==> src/hw/rtl/tga_rle_pixel_decoder_assert.svh <==
// ----------------------------------------------------------------------------
// TGA RLE pixel decoder assertion macros
// Shared concurrent assertion forms; they expect clk and arst_n in scope.
// ----------------------------------------------------------------------------
`ifndef TGA_RLE_PIXEL_DECODER_ASSERT_SVH
`define TGA_RLE_PIXEL_DECODER_ASSERT_SVH

// The consequent must hold in the same cycle as the antecedent.
`define TGA_ASSERT_IMP(lbl, ante, cons) \
	lbl: assert property (@(posedge clk) disable iff (!arst_n) (ante) |-> (cons)) \
		else $error("tga assertion failed");

// The consequent must hold in the cycle after the antecedent.
`define TGA_ASSERT_NEXT(lbl, ante, cons) \
	lbl: assert property (@(posedge clk) disable iff (!arst_n) (ante) |=> (cons)) \
		else $error("tga assertion failed");

`endif

==> src/hw/rtl/tga_pkg.sv <==
// ----------------------------------------------------------------------------
// TGA RLE pixel decoder package
// Shared types and constants for the parser, the queue and the counter stage.
// ----------------------------------------------------------------------------
package tga_pkg;

	localparam int BPP_W   = 3;
	localparam int TOTAL_W = 25;
	localparam int CFG_W   = 25;

	// Register indexes on the configuration port.
	localparam logic REG_BPP   = 1'b0;
	localparam logic REG_TOTAL = 1'b1;

	localparam logic [BPP_W-1:0]   BPP_RESET   = 3'd4;
	localparam logic [TOTAL_W-1:0] TOTAL_RESET = 25'd1;
	localparam logic [BPP_W-1:0]   BPP_MIN     = 3'd1;
	localparam logic [BPP_W-1:0]   BPP_MAX     = 3'd4;

	localparam logic [7:0] RAW_LIMIT   = 8'd128;
	localparam logic [7:0] REPEAT_BIAS = 8'd127;

	localparam int QUEUE_DEPTH = 2;
	localparam int PTR_W       = $clog2(QUEUE_DEPTH);
	localparam int CNT_W       = $clog2(QUEUE_DEPTH + 1);

	// One completed pixel on its way from the parser to the counter stage.
	typedef struct packed {
		logic [31:0] pixel;
		logic [7:0]  count;
		logic        new_frame;
	} tga_item_t;

	typedef struct packed {
		logic full;
		logic empty;
	} tga_qstat_t;

endpackage

==> src/hw/rtl/tga_stream_ifs.sv <==
// ----------------------------------------------------------------------------
// TGA RLE pixel decoder stream interfaces
// Valid/ready channels for the coded byte stream and the decoded pixels.
// ----------------------------------------------------------------------------
interface tga_byte_if;
	logic       valid;
	logic       ready;
	logic [7:0] data_byte;
	logic       frame_start;

	modport source (output valid, output data_byte, output frame_start, input ready);
	modport sink (input valid, input data_byte, input frame_start, output ready);
endinterface

interface tga_pixel_if;
	logic        valid;
	logic        ready;
	logic [31:0] pixel_value;
	logic [7:0]  repeat_count;
	logic        image_done;
	logic        overflow_error;

	modport source (output valid, output pixel_value, output repeat_count,
		output image_done, output overflow_error, input ready);
	modport sink (input valid, input pixel_value, input repeat_count,
		input image_done, input overflow_error, output ready);
endinterface

==> src/hw/rtl/tga_rle_pixel_decoder.sv <==
// ----------------------------------------------------------------------------
// TGA RLE pixel decoder
// Decodes the run-length coded pixel stream of a TGA image into pixel runs.
// ----------------------------------------------------------------------------
// byte_in carries one coded byte per request; frame_start on a byte clears the
// counters and the sticky stop, and that byte is taken as a packet header.
// pixel_out gives one request per completed pixel: its value, repeat count and
// the completion and overflow flags. After either flag, further bytes are
// dropped until the next frame start.
// One byte is taken every cycle while the two-entry queue has room. The parser
// writes a completed pixel into the queue at the edge that takes its last
// byte; the counter stage pops it into the output register when that register
// is empty or being read, and pixel_out.valid rises unless output has stopped.
// When pixel_out stalls the output register holds, the queue fills, and
// byte_in.ready falls once both queue entries are taken.
// Registers are written through cfg_we, cfg_index and cfg_data; the user must
// write them only while idle, which the block does not enforce. Reset sets four
// bytes per pixel, a total of one pixel and an empty pipeline; no clearing pass is needed.
// ----------------------------------------------------------------------------
module tga_rle_pixel_decoder #(
	parameter int PIXEL_COUNT_BITS = 24
) (
	input  logic                      clk,
	input  logic                      arst_n,
	tga_byte_if.sink                  byte_in,
	tga_pixel_if.source               pixel_out,
	input  logic                      cfg_we,
	input  logic                      cfg_index,
	input  logic [tga_pkg::CFG_W-1:0] cfg_data
);

	logic [tga_pkg::BPP_W-1:0]   bpp_q;
	logic [tga_pkg::TOTAL_W-1:0] total_q;

	logic                push;
	logic                pop;
	tga_pkg::tga_item_t  push_item;
	tga_pkg::tga_item_t  pop_item;
	tga_pkg::tga_qstat_t qstat;

	always_ff @(posedge clk or negedge arst_n) begin
		if (!arst_n) begin
			bpp_q   <= tga_pkg::BPP_RESET;
			total_q <= tga_pkg::TOTAL_RESET;
		end else if (cfg_we) begin
			case (cfg_index)
				tga_pkg::REG_BPP:   bpp_q   <= cfg_data[tga_pkg::BPP_W-1:0];
				tga_pkg::REG_TOTAL: total_q <= cfg_data[tga_pkg::TOTAL_W-1:0];
				default: ;
			endcase
		end
	end

	tga_front u_front (
		.clk             (clk),
		.arst_n          (arst_n),
		.byte_in         (byte_in),
		.bytes_per_pixel (bpp_q),
		.qstat           (qstat),
		.push            (push),
		.push_item       (push_item)
	);

	tga_queue u_queue (
		.clk       (clk),
		.arst_n    (arst_n),
		.push      (push),
		.push_item (push_item),
		.pop       (pop),
		.pop_item  (pop_item),
		.qstat     (qstat)
	);

	tga_back #(
		.PIXEL_COUNT_BITS (PIXEL_COUNT_BITS)
	) u_back (
		.clk         (clk),
		.arst_n      (arst_n),
		.pixel_total (total_q),
		.qstat       (qstat),
		.pop_item    (pop_item),
		.pop         (pop),
		.pixel_out   (pixel_out)
	);

endmodule

==> src/hw/rtl/tga_queue.sv <==
// ----------------------------------------------------------------------------
// TGA pixel queue
// Short first-in first-out store between the parser and the counter stage.
// ----------------------------------------------------------------------------
module tga_queue (
	input  logic                clk,
	input  logic                arst_n,
	input  logic                push,
	input  tga_pkg::tga_item_t  push_item,
	input  logic                pop,
	output tga_pkg::tga_item_t  pop_item,
	output tga_pkg::tga_qstat_t qstat
);

	tga_pkg::tga_item_t mem_q [tga_pkg::QUEUE_DEPTH];
	logic [tga_pkg::PTR_W-1:0] wr_ptr_q;
	logic [tga_pkg::PTR_W-1:0] rd_ptr_q;
	logic [tga_pkg::CNT_W-1:0] count_q;

	function automatic logic [tga_pkg::PTR_W-1:0] next_ptr(input logic [tga_pkg::PTR_W-1:0] p);
		if (p == tga_pkg::PTR_W'(tga_pkg::QUEUE_DEPTH - 1)) begin
			return '0;
		end
		return p + tga_pkg::PTR_W'(1);
	endfunction

	assign qstat.full  = (count_q == tga_pkg::CNT_W'(tga_pkg::QUEUE_DEPTH));
	assign qstat.empty = (count_q == '0);
	assign pop_item    = mem_q[rd_ptr_q];

	always_ff @(posedge clk) begin
		if (push) begin
			mem_q[wr_ptr_q] <= push_item;
		end
	end

	always_ff @(posedge clk or negedge arst_n) begin
		if (!arst_n) begin
			wr_ptr_q <= '0;
			rd_ptr_q <= '0;
			count_q  <= '0;
		end else begin
			if (push) begin
				wr_ptr_q <= next_ptr(wr_ptr_q);
			end
			if (pop) begin
				rd_ptr_q <= next_ptr(rd_ptr_q);
			end
			if (push && !pop) begin
				count_q <= count_q + tga_pkg::CNT_W'(1);
			end else if (pop && !push) begin
				count_q <= count_q - tga_pkg::CNT_W'(1);
			end
		end
	end

endmodule

==> src/hw/rtl/tga_front.sv <==
// ----------------------------------------------------------------------------
// TGA packet parser
// Takes coded bytes, tracks packet headers and assembles pixels for the queue.
// ----------------------------------------------------------------------------
module tga_front (
	input  logic                      clk,
	input  logic                      arst_n,
	tga_byte_if.sink                  byte_in,
	input  logic [tga_pkg::BPP_W-1:0] bytes_per_pixel,
	input  tga_pkg::tga_qstat_t       qstat,
	output logic                      push,
	output tga_pkg::tga_item_t        push_item
);

	logic        expect_q;
	logic        repeat_q;
	logic [7:0]  left_q;
	logic [7:0]  run_q;
	logic [1:0]  bpos_q;
	logic [31:0] acc_q;
	logic        pend_q;

	logic                      accept;
	logic                      expect_e;
	logic                      pend_e;
	logic [tga_pkg::BPP_W-1:0] bpp_c;
	logic                      last_byte;
	logic [31:0]               acc_n;
	logic [7:0]                left_dec;

	always_comb begin
		accept   = byte_in.valid && byte_in.ready;
		// A frame start turns the byte into a header and tags the next pixel.
		expect_e = byte_in.frame_start || expect_q;
		pend_e   = byte_in.frame_start || pend_q;
		if (bytes_per_pixel == '0) begin
			bpp_c = tga_pkg::BPP_MIN;
		end else if (bytes_per_pixel > tga_pkg::BPP_MAX) begin
			bpp_c = tga_pkg::BPP_MAX;
		end else begin
			bpp_c = bytes_per_pixel;
		end
		last_byte = ({1'b0, bpos_q} + 3'd1) >= bpp_c;
		if (bpos_q == 2'd0) begin
			acc_n = {24'd0, byte_in.data_byte};
		end else begin
			acc_n = acc_q | ({24'd0, byte_in.data_byte} << {bpos_q, 3'b000});
		end
		left_dec = (left_q == 8'd0) ? 8'd0 : left_q - 8'd1;
		push     = accept && !expect_e && last_byte;
		push_item.pixel     = acc_n;
		push_item.count     = repeat_q ? run_q : 8'd1;
		push_item.new_frame = pend_e;
	end

	assign byte_in.ready = !qstat.full;

	always_ff @(posedge clk or negedge arst_n) begin
		if (!arst_n) begin
			expect_q <= 1'b1;
			repeat_q <= 1'b0;
			left_q   <= '0;
			run_q    <= '0;
			bpos_q   <= '0;
			acc_q    <= '0;
			pend_q   <= 1'b0;
		end else if (accept) begin
			pend_q <= push ? 1'b0 : pend_e;
			if (expect_e) begin
				expect_q <= 1'b0;
				bpos_q   <= '0;
				acc_q    <= '0;
				if (byte_in.data_byte < tga_pkg::RAW_LIMIT) begin
					repeat_q <= 1'b0;
					left_q   <= byte_in.data_byte + 8'd1;
					run_q    <= 8'd1;
				end else begin
					repeat_q <= 1'b1;
					left_q   <= 8'd1;
					run_q    <= byte_in.data_byte - tga_pkg::REPEAT_BIAS;
				end
			end else if (!last_byte) begin
				bpos_q <= bpos_q + 2'd1;
				acc_q  <= acc_n;
			end else begin
				bpos_q <= '0;
				left_q <= left_dec;
				if (left_dec == 8'd0) begin
					expect_q <= 1'b1;
				end
			end
		end
	end

endmodule

==> src/hw/rtl/tga_back.sv <==
// ----------------------------------------------------------------------------
// TGA pixel counter stage
// Counts pixels against the image total, flags completion and overflow.
// ----------------------------------------------------------------------------
`include "tga_rle_pixel_decoder_assert.svh"

module tga_back #(
	parameter int PIXEL_COUNT_BITS = 24
) (
	input  logic                        clk,
	input  logic                        arst_n,
	input  logic [tga_pkg::TOTAL_W-1:0] pixel_total,
	input  tga_pkg::tga_qstat_t         qstat,
	input  tga_pkg::tga_item_t          pop_item,
	output logic                        pop,
	tga_pixel_if.source                 pixel_out
);

	localparam int EW = PIXEL_COUNT_BITS + 1;
	localparam int TW = (EW > tga_pkg::TOTAL_W) ? EW : tga_pkg::TOTAL_W;
	localparam int SW = TW + 1;
	localparam logic [SW-1:0] CAP = {{(SW-1){1'b0}}, 1'b1} << PIXEL_COUNT_BITS;

	logic [EW-1:0] emitted_q;
	logic          stopped_q;
	logic          out_valid_q;
	logic [31:0]   pixel_q;
	logic [7:0]    count_q;
	logic          done_q;
	logic          ovf_q;

	logic          stopped_e;
	logic [EW-1:0] emitted_e;
	logic [SW-1:0] sum;
	logic [SW-1:0] total_ext;
	logic [SW-1:0] total_c;
	logic          ovf;
	logic          done;
	logic          emit;

	always_comb begin
		pop       = !qstat.empty && (!out_valid_q || pixel_out.ready);
		// The first pixel of a new frame sees cleared counters.
		stopped_e = pop_item.new_frame ? 1'b0 : stopped_q;
		emitted_e = pop_item.new_frame ? '0 : emitted_q;
		sum       = SW'(emitted_e) + SW'(pop_item.count);
		total_ext = SW'(pixel_total);
		total_c   = (total_ext > CAP) ? CAP : total_ext;
		ovf       = sum > total_c;
		done      = sum == total_c;
		emit      = pop && !stopped_e;
	end

	assign pixel_out.valid          = out_valid_q;
	assign pixel_out.pixel_value    = pixel_q;
	assign pixel_out.repeat_count   = count_q;
	assign pixel_out.image_done     = done_q;
	assign pixel_out.overflow_error = ovf_q;

	always_ff @(posedge clk) begin
		if (emit) begin
			pixel_q <= pop_item.pixel;
			count_q <= pop_item.count;
			ovf_q   <= ovf;
			done_q  <= done && !ovf;
		end
	end

	always_ff @(posedge clk or negedge arst_n) begin
		if (!arst_n) begin
			emitted_q   <= '0;
			stopped_q   <= 1'b0;
			out_valid_q <= 1'b0;
		end else begin
			if (pop) begin
				stopped_q <= stopped_e || ovf || done;
				if (!stopped_e && !ovf) begin
					emitted_q <= EW'(sum);
				end else begin
					emitted_q <= emitted_e;
				end
				out_valid_q <= emit;
			end else if (pixel_out.ready) begin
				out_valid_q <= 1'b0;
			end
		end
	end

	`TGA_ASSERT_IMP(a_done_ovf_excl, pixel_out.valid, !(pixel_out.image_done && pixel_out.overflow_error))
	`TGA_ASSERT_IMP(a_count_nonzero, pixel_out.valid, pixel_out.repeat_count != 8'd0)
	`TGA_ASSERT_NEXT(a_stop_after_end, emit && (ovf || done), stopped_q)

endmodule

==> src/flat_wrapper.sv <==
// flat-port wrapper written by rule: the top's interface ports become plain ports
module tga_rle_pixel_decoder_flat 
#(
	parameter int PIXEL_COUNT_BITS = 24
)
  (clk, arst_n, cfg_we, cfg_index, cfg_data, byte_in_valid, byte_in_data_byte, byte_in_frame_start, byte_in_ready, pixel_out_valid, pixel_out_pixel_value, pixel_out_repeat_count, pixel_out_image_done, pixel_out_overflow_error, pixel_out_ready);
  tga_byte_if byte_in_i ();
  tga_pixel_if pixel_out_i ();
  input  logic clk;
  input  logic arst_n;
  input  logic cfg_we;
  input  logic cfg_index;
  input  logic [tga_pkg::CFG_W-1:0] cfg_data;
  input wire logic [$bits(byte_in_i.valid)-1:0] byte_in_valid;
  input wire logic [$bits(byte_in_i.data_byte)-1:0] byte_in_data_byte;
  input wire logic [$bits(byte_in_i.frame_start)-1:0] byte_in_frame_start;
  output wire logic [$bits(byte_in_i.ready)-1:0] byte_in_ready;
  output wire logic [$bits(pixel_out_i.valid)-1:0] pixel_out_valid;
  output wire logic [$bits(pixel_out_i.pixel_value)-1:0] pixel_out_pixel_value;
  output wire logic [$bits(pixel_out_i.repeat_count)-1:0] pixel_out_repeat_count;
  output wire logic [$bits(pixel_out_i.image_done)-1:0] pixel_out_image_done;
  output wire logic [$bits(pixel_out_i.overflow_error)-1:0] pixel_out_overflow_error;
  input wire logic [$bits(pixel_out_i.ready)-1:0] pixel_out_ready;
  assign byte_in_i.valid = byte_in_valid;
  assign byte_in_i.data_byte = byte_in_data_byte;
  assign byte_in_i.frame_start = byte_in_frame_start;
  assign byte_in_ready = byte_in_i.ready;
  assign pixel_out_valid = pixel_out_i.valid;
  assign pixel_out_pixel_value = pixel_out_i.pixel_value;
  assign pixel_out_repeat_count = pixel_out_i.repeat_count;
  assign pixel_out_image_done = pixel_out_i.image_done;
  assign pixel_out_overflow_error = pixel_out_i.overflow_error;
  assign pixel_out_i.ready = pixel_out_ready;
  tga_rle_pixel_decoder #(.PIXEL_COUNT_BITS(PIXEL_COUNT_BITS)) u_core (.clk(clk), .arst_n(arst_n), .byte_in(byte_in_i), .pixel_out(pixel_out_i), .cfg_we(cfg_we), .cfg_index(cfg_index), .cfg_data(cfg_data));
endmodule
==> config.mk <==
export PLATFORM = sky130hd
export DESIGN_NAME = tga_rle_pixel_decoder_flat
export DESIGN_NICKNAME = d
export VERILOG_FILES = /design/src/hw/rtl/tga_pkg.sv /design/src/hw/rtl/tga_stream_ifs.sv /design/src/hw/rtl/tga_rle_pixel_decoder.sv /design/src/hw/rtl/tga_queue.sv /design/src/hw/rtl/tga_front.sv /design/src/hw/rtl/tga_back.sv /design/src/flat_wrapper.sv
export VERILOG_INCLUDE_DIRS = /design/src /design/src/hw/rtl
export SDC_FILE = /design/constraint.sdc
export NUM_CORES = 1
export LEC_CHECK = 0
export BUFFER_PORTS_ARGS = -buffer_cell sky130_fd_sc_hd__buf_2
export CAP_MARGIN = 30
export CORE_MARGIN = 1.5
export CORE_UTILIZATION = 51
export CTS_CLUSTER_SIZE = 30
export DETAILED_ROUTE_END_ITERATION = 6
export GPL_ROUTABILITY_DRIVEN = 0
export PLACE_DENSITY = 0.68
export SLEW_MARGIN = 30
export SYNTH_ARGS = -nofsm -noshare
export SYNTH_HDL_FRONTEND = slang
export SYNTH_HIERARCHICAL = 1
export SYNTH_SLANG_ARGS = --single-unit
==> constraint.sdc <==
create_clock -name clk -period 7.8 [get_ports clk]
set_clock_uncertainty 0.2 [all_clocks]
set_input_delay 0.39 -clock clk [delete_from_list [all_inputs] [get_ports clk]]
set_output_delay 0.39 -clock clk [all_outputs]
set_load 0.03 [all_outputs]
## Word level (Yosys, flattened, before mapping)

Memories as Yosys holds them, arrays and structs flattened.
Index checks and enable logic that the tools add are counted.

- Eq/ne operators: 3
- Add/sub/neg operators: 10
- Mux-type cells: 36
- Bitwise operators: 2
- Reduce and logical (&&, ||, !) cells: 37
- Shift operators: 1
- $lt $le $gt $ge: 5

Operators with widths:

| operator | count |
|---|---|
| $mux 32 | 3 |
| $mux 25 | 3 |
| $mux 8 | 6 |
| $or 32x32->32 | 1 |
| $shl 8x5->32 | 1 |
| $add 25x8->26 | 1 |
| $eq 26x25->1 | 1 |
| $gt 26x25->1 | 1 |
| $gt 25x25->1 const B | 1 |
| $mux 1 | 18 |
| $logic_not 8->1 | 2 |
| $reduce_and 2->1 | 5 |
| $logic_and 1x1->1 | 9 |
| $add 8x1->8 const B | 1 |
| $logic_not 1->1 | 8 |
| $lt 8x8->1 const B | 1 |
| $mux 2 | 4 |
| $reduce_bool 2->1 | 4 |
| $sub 8x1->8 const B | 1 |
| $sub 8x7->8 const B | 1 |
| $mux 3 | 2 |
| $logic_or 1x1->1 | 5 |
| $add 2x1->2 const B | 2 |
| $logic_not 2->1 | 2 |
| other kinds (10) | 11 |

- Output and inout port bits: 44
- Register bits after elaboration: 154
- Logic and storage cells: 114
- RAM bits: 82
- Memories: 1

Memory list:

| memory | depth | bits a word | read ports | clocked after memory_dff | write ports | line | source |
|---|---|---|---|---|---|---|---|
| u_core.u_queue.mem_q | 2 | 41 | 1 | 0 | 1 | tga_queue.sv:15 | `tga_pkg::tga_item_t mem_q [tga_pkg::QUEUE_DEPTH];` |

## Longest topological paths before layout

- Depth in word-level cells: 9
- Gate-level depth with buffers: 26
- Gate-level depth less buffers: 21

## Cells and area by module

Netlist, hierarchy kept.

By module, submodules not included:

| module | cells each | instances | area each (um^2) |
|---|---|---|---|
| tga_back | 359 | 1 | 3,921.3 |
| tga_queue | 144 | 1 | 3,348.2 |
| tga_front | 317 | 1 | 2,956.6 |
| tga_rle_pixel_decoder | 60 | 1 | 1,053.5 |

## Worst setup path before layout

No wires, ideal clock.

- Path kind: reg-to-reg
- Start point: register u_core.u_queue.rd_ptr_q
- End point: register u_core.u_back.emitted_q[17]
- Required time: 7.474 ns
- Buffers on the path: 5
- Arrival time: 5.018 ns
- Setup time: 0.126 ns
- Stages on the path, launching flop included: 26
- Slack: 2.456 ns
- Cell sequence: dfrtp_1 -> buf_6 -> buf_12 -> mux2_4 -> buf_6 -> clkbuf_1 -> nor2b_1 -> ha_1 -> fa_1 -> a21oi_1 -> o21ai_0 -> a2111oi_0 -> nor2_1 -> nand2_1 -> nor2_1 -> xnor2_1 -> nor2_1 -> ha_1 -> and4_1 -> a221oi_1 -> inv_1 -> o21bai_1 -> a21oi_2 -> buf_6 -> o41a_1 -> a221o_1

RTL lines:

| item | line | source |
|---|---|---|
| start, declared | tga_queue.sv:17 | `logic [tga_pkg::PTR_W-1:0] rd_ptr_q;` |
| start signal, assigned | tga_queue.sv:47 | `rd_ptr_q <= next_ptr(rd_ptr_q);` |
| end signal, assigned | tga_back.sv:78 | `emitted_q <= EW'(sum);` |
| end signal, assigned | tga_back.sv:80 | `emitted_q <= emitted_e;` |
| end, declared | tga_back.sv:24 | `logic [EW-1:0] emitted_q;` |

==> metrics.yaml <==
cts_buffers: 26
ys_ff_latch: 236
async_flop_share: 0.4746
power.leakage_nw: 5.433
grt_pass1_wl_um: 36640
portBuffers: 83
power_mw: 4.752
ant_nets: 0
path_class: "register to register"
startpoint_type: "register"
grt_max_degree: 76
p_sw_mw: 1.744
yosysMostFrequentCell: "edfxtp_1"
grt_pass1_vias: 7026
synth.area.top_cells: "edfxtp_1 (33%), dfrtp_1 (24%), mux2_4 (5.2%), ha_1 (4.7%), a22o_1 (4.3%)"
swShare: 0.3669
cts_tree: "built"
vias_per_cell: 5.657
finalHoldViolCount: 0
fillers: 1762
post-route-min-period_ns: 6.039
routed-via-count: 7292
use_met2: 0.3226
ios: 84
hold_path.class: "primary input to register"
drt_drc_violations_left: 0
peakVddDrop_v: 0.0002347
synth_edf_count: 124
tns_ns: 0
regArea_um2: 6531
dp_hpwl_um: 15290
path_clk_slew_ns: 0.06
max_cap_violations: 0
clkPwrFrac: 0.247
grt.total_usage: 0.2039
die_h_um: 151.7
htreeDepth: 1
clock-sinks: 236
rsz0062_at_grt: "no"
ys.flop_type: "edfxtp_1"
yosysSeqAreaShare: 0.5789
netlist-cell-type-count: 68
clockRootBuffer: "clkbuf_16"
area_growth_syn_to_layout_pct: 14.42
wl_per_cell_um: 18.17
syn_area_um2: 11280
fmax_mhz: 165.6
cts_setup_buffers: 0
initial_core_util: 0.5185
syn_avg_cell_area_um2: 12.82
worstSkewPairLatency_ns: 0.53
combPwrFrac: 0.367
die_width_um: 151.7
grt_overflow: 0
crit_arrival_ns: 6.29
grt-busiest-layer: "met2"
synthCells: 880
drt-pass1-iter-count: 5
critPathRequiredTime_ns: 8.06
diodes: 0
cts_resized: 0
slew_viol_final: 0
crit_fanout: 39
synth_top_area_share: 0.3301
fin_crit_sh: 0.7742
p_per_area_nw_per_um2: 368.2
yosys-top-cells-count: "edfxtp_1 (124), dfrtp_1 (109), nand2_1 (77), nor2_1 (66), a22o_1 (56)"
core_area_um2: 21760
final_area_um2: 12910
finalSetupViolations: 0
status: "complete, no violations"
cts_hold_buf: 27
pwr-share-seq: 0.386
yosys.area.top_type: "edfxtp_1"
ys_warn_count: 6
syn_nets: 963
num_rows: 54
die_area_um2: 23020
placed_area_um2: 11810
p_int_mw: 3.009
grt_util_met1: 0.2991
antenna_found_initial: 1
grtUsageMet3: 0.02605
multi_input_comb_area_um2: 4347
cts_buffer_depth: 3
num-nets-final: 1072
drt-initial-drc-count: 468
tightestPinTransition_ns: 0.7876
endpoint_kind: "register"
drive_gt1_frac: 0.2220
maxSlewHeadroom: 0.4701
wl_um: 23430
## cells by family (layout without fill, tap and decap cells)
group	after synthesis	after routing	synth area share
AND/OR/NAND/NOR	249	249	0.1090
flip-flops	236	236	0.5789
AO/OA/AOI/OAI	177	177	0.1106
multiplexers	76	76	0.08863
buffers and inverters	64	193	0.03727
adder cells (fa/ha/maj)	43	43	0.04836
XOR/XNOR	35	35	0.02718
## through the flow
stage	util	setup WS, ns	hold slack, ns	std cells
5_1_grt	0.5932	1.315	0.03224	1289
3_3_place_gp	0.5425	2.009	0.1849	1214
4_1_cts	0.5931	1.800	0.003608	1289
6_report	0.5932	1.761	0.01968	1289
2_1_floorplan	-	2.456	-0.1056	880
3_5_place_dp	0.5427	1.876	0.1881	1214
## flip-flops by register name, indices dropped and copies added (netlist names)
| signal | cells |
|---|---|
| u_core/u_queue/mem_q | 82 |
| u_core/u_back/pixel_out.pixel_value | 32 |
| u_core/u_front/acc_q | 32 |
| u_core/total_q | 25 |
| u_core/u_back/emitted_q | 25 |
| u_core/u_back/pixel_out.repeat_count | 8 |
| u_core/u_front/left_q | 8 |
| u_core/u_front/run_q | 8 |
| u_core/bpp_q | 3 |
| u_core/u_front/bpos_q | 2 |
| u_core/u_queue/count_q | 2 |
| u_core/u_back/pixel_out.image_done | 1 |
| u_core/u_back/pixel_out.overflow_error | 1 |
| u_core/u_back/pixel_out.valid | 1 |
| u_core/u_back/stopped_q | 1 |
| u_core/u_front/expect_q | 1 |
| u_core/u_front/pend_q | 1 |
| u_core/u_front/repeat_q | 1 |
| u_core/u_queue/rd_ptr_q | 1 |
| u_core/u_queue/wr_ptr_q | 1 |
## cell type report
type | instances | area share
Timing Repair Buffer | 118 | 0.05826
Clock buffer | 34 | 0.05351
Tap cell | 280 | 0.02714
Clock inverter | 14 | 0.01037
Inverter | 27 | 0.007853
Multi-Input combinational cell | 580 | 0.3368
Sequential cell | 236 | 0.5061
## layout by cell type (no fill, tap or decap), types with 26 or more instances in the layout
master and count:
edfxtp_1 124, nor2_1 66, dfrtp_1 108, o21ai_0 32
a22o_1 56, mux2_4 39, nand2_1 77, ha_1 42
a21oi_1 40, clkbuf_16 26, mux2_2 35, buf_2 82
dlygate4sd3_1 27
## power groups by stage
stage,clock (mW),sequential [mW],combinational [mW]
after floorplan,0,2.04,1.17
after global placement,0,1.85,1.69
after detailed placement,0,1.85,1.73
after CTS,1.20,1.84,1.75
after global routing,1.25,1.87,1.90
final,1.17,1.84,1.74
## path summary, 6_finish.rpt
| kind | slack [ns] | depth (start not counted) | from | endpoint |
|---|---|---|---|---|
| setup / recovery | 1.76 | 18 | u_core/u_queue/rd_ptr_q | u_core/u_back/emitted_q[2] |
| hold / removal | 0.02 | 3 | pixel_out_ready | u_core/u_back/pixel_out.valid |
| setup reg to reg | 1.76 | 18 | u_core/u_queue/rd_ptr_q | u_core/u_back/emitted_q[2] |
| hold reg to reg | 0.27 | 2 | u_core/u_front/run_q[7] | u_core/u_front/run_q[7] |
| max in group asynchronous | 6.11 | 3 | arst_n | u_core/u_queue/rd_ptr_q |
| min in group asynchronous | 0.18 | 2 | arst_n | u_core/total_q[15] |
## layer usage
layer	vias up	wire length [µm]
met5	-	0
met1	3602	10710
met4	0	342
met3	34	1156
li1	3455	-
met2	201	11210
## critical path: stages (launching register included)
cell,delay (ns)
dfrtp_2,0.41
buf_4,0.61
mux2_4,0.36
ha_1,0.35
a21oi_1,0.21
o21ai_0,0.16
a2111oi_0,0.64
nor2_1,0.28
nand2_1,0.21
nor2_1,0.09
xnor2_1,0.13
nor2_1,0.07
ha_1,0.31
nand4_1,0.14
a311oi_1,0.33
o21bai_1,0.17
a21oi_2,0.46
a21o_1,0.62
a22o_1,0.23
(Power assumes the default switching activity.)
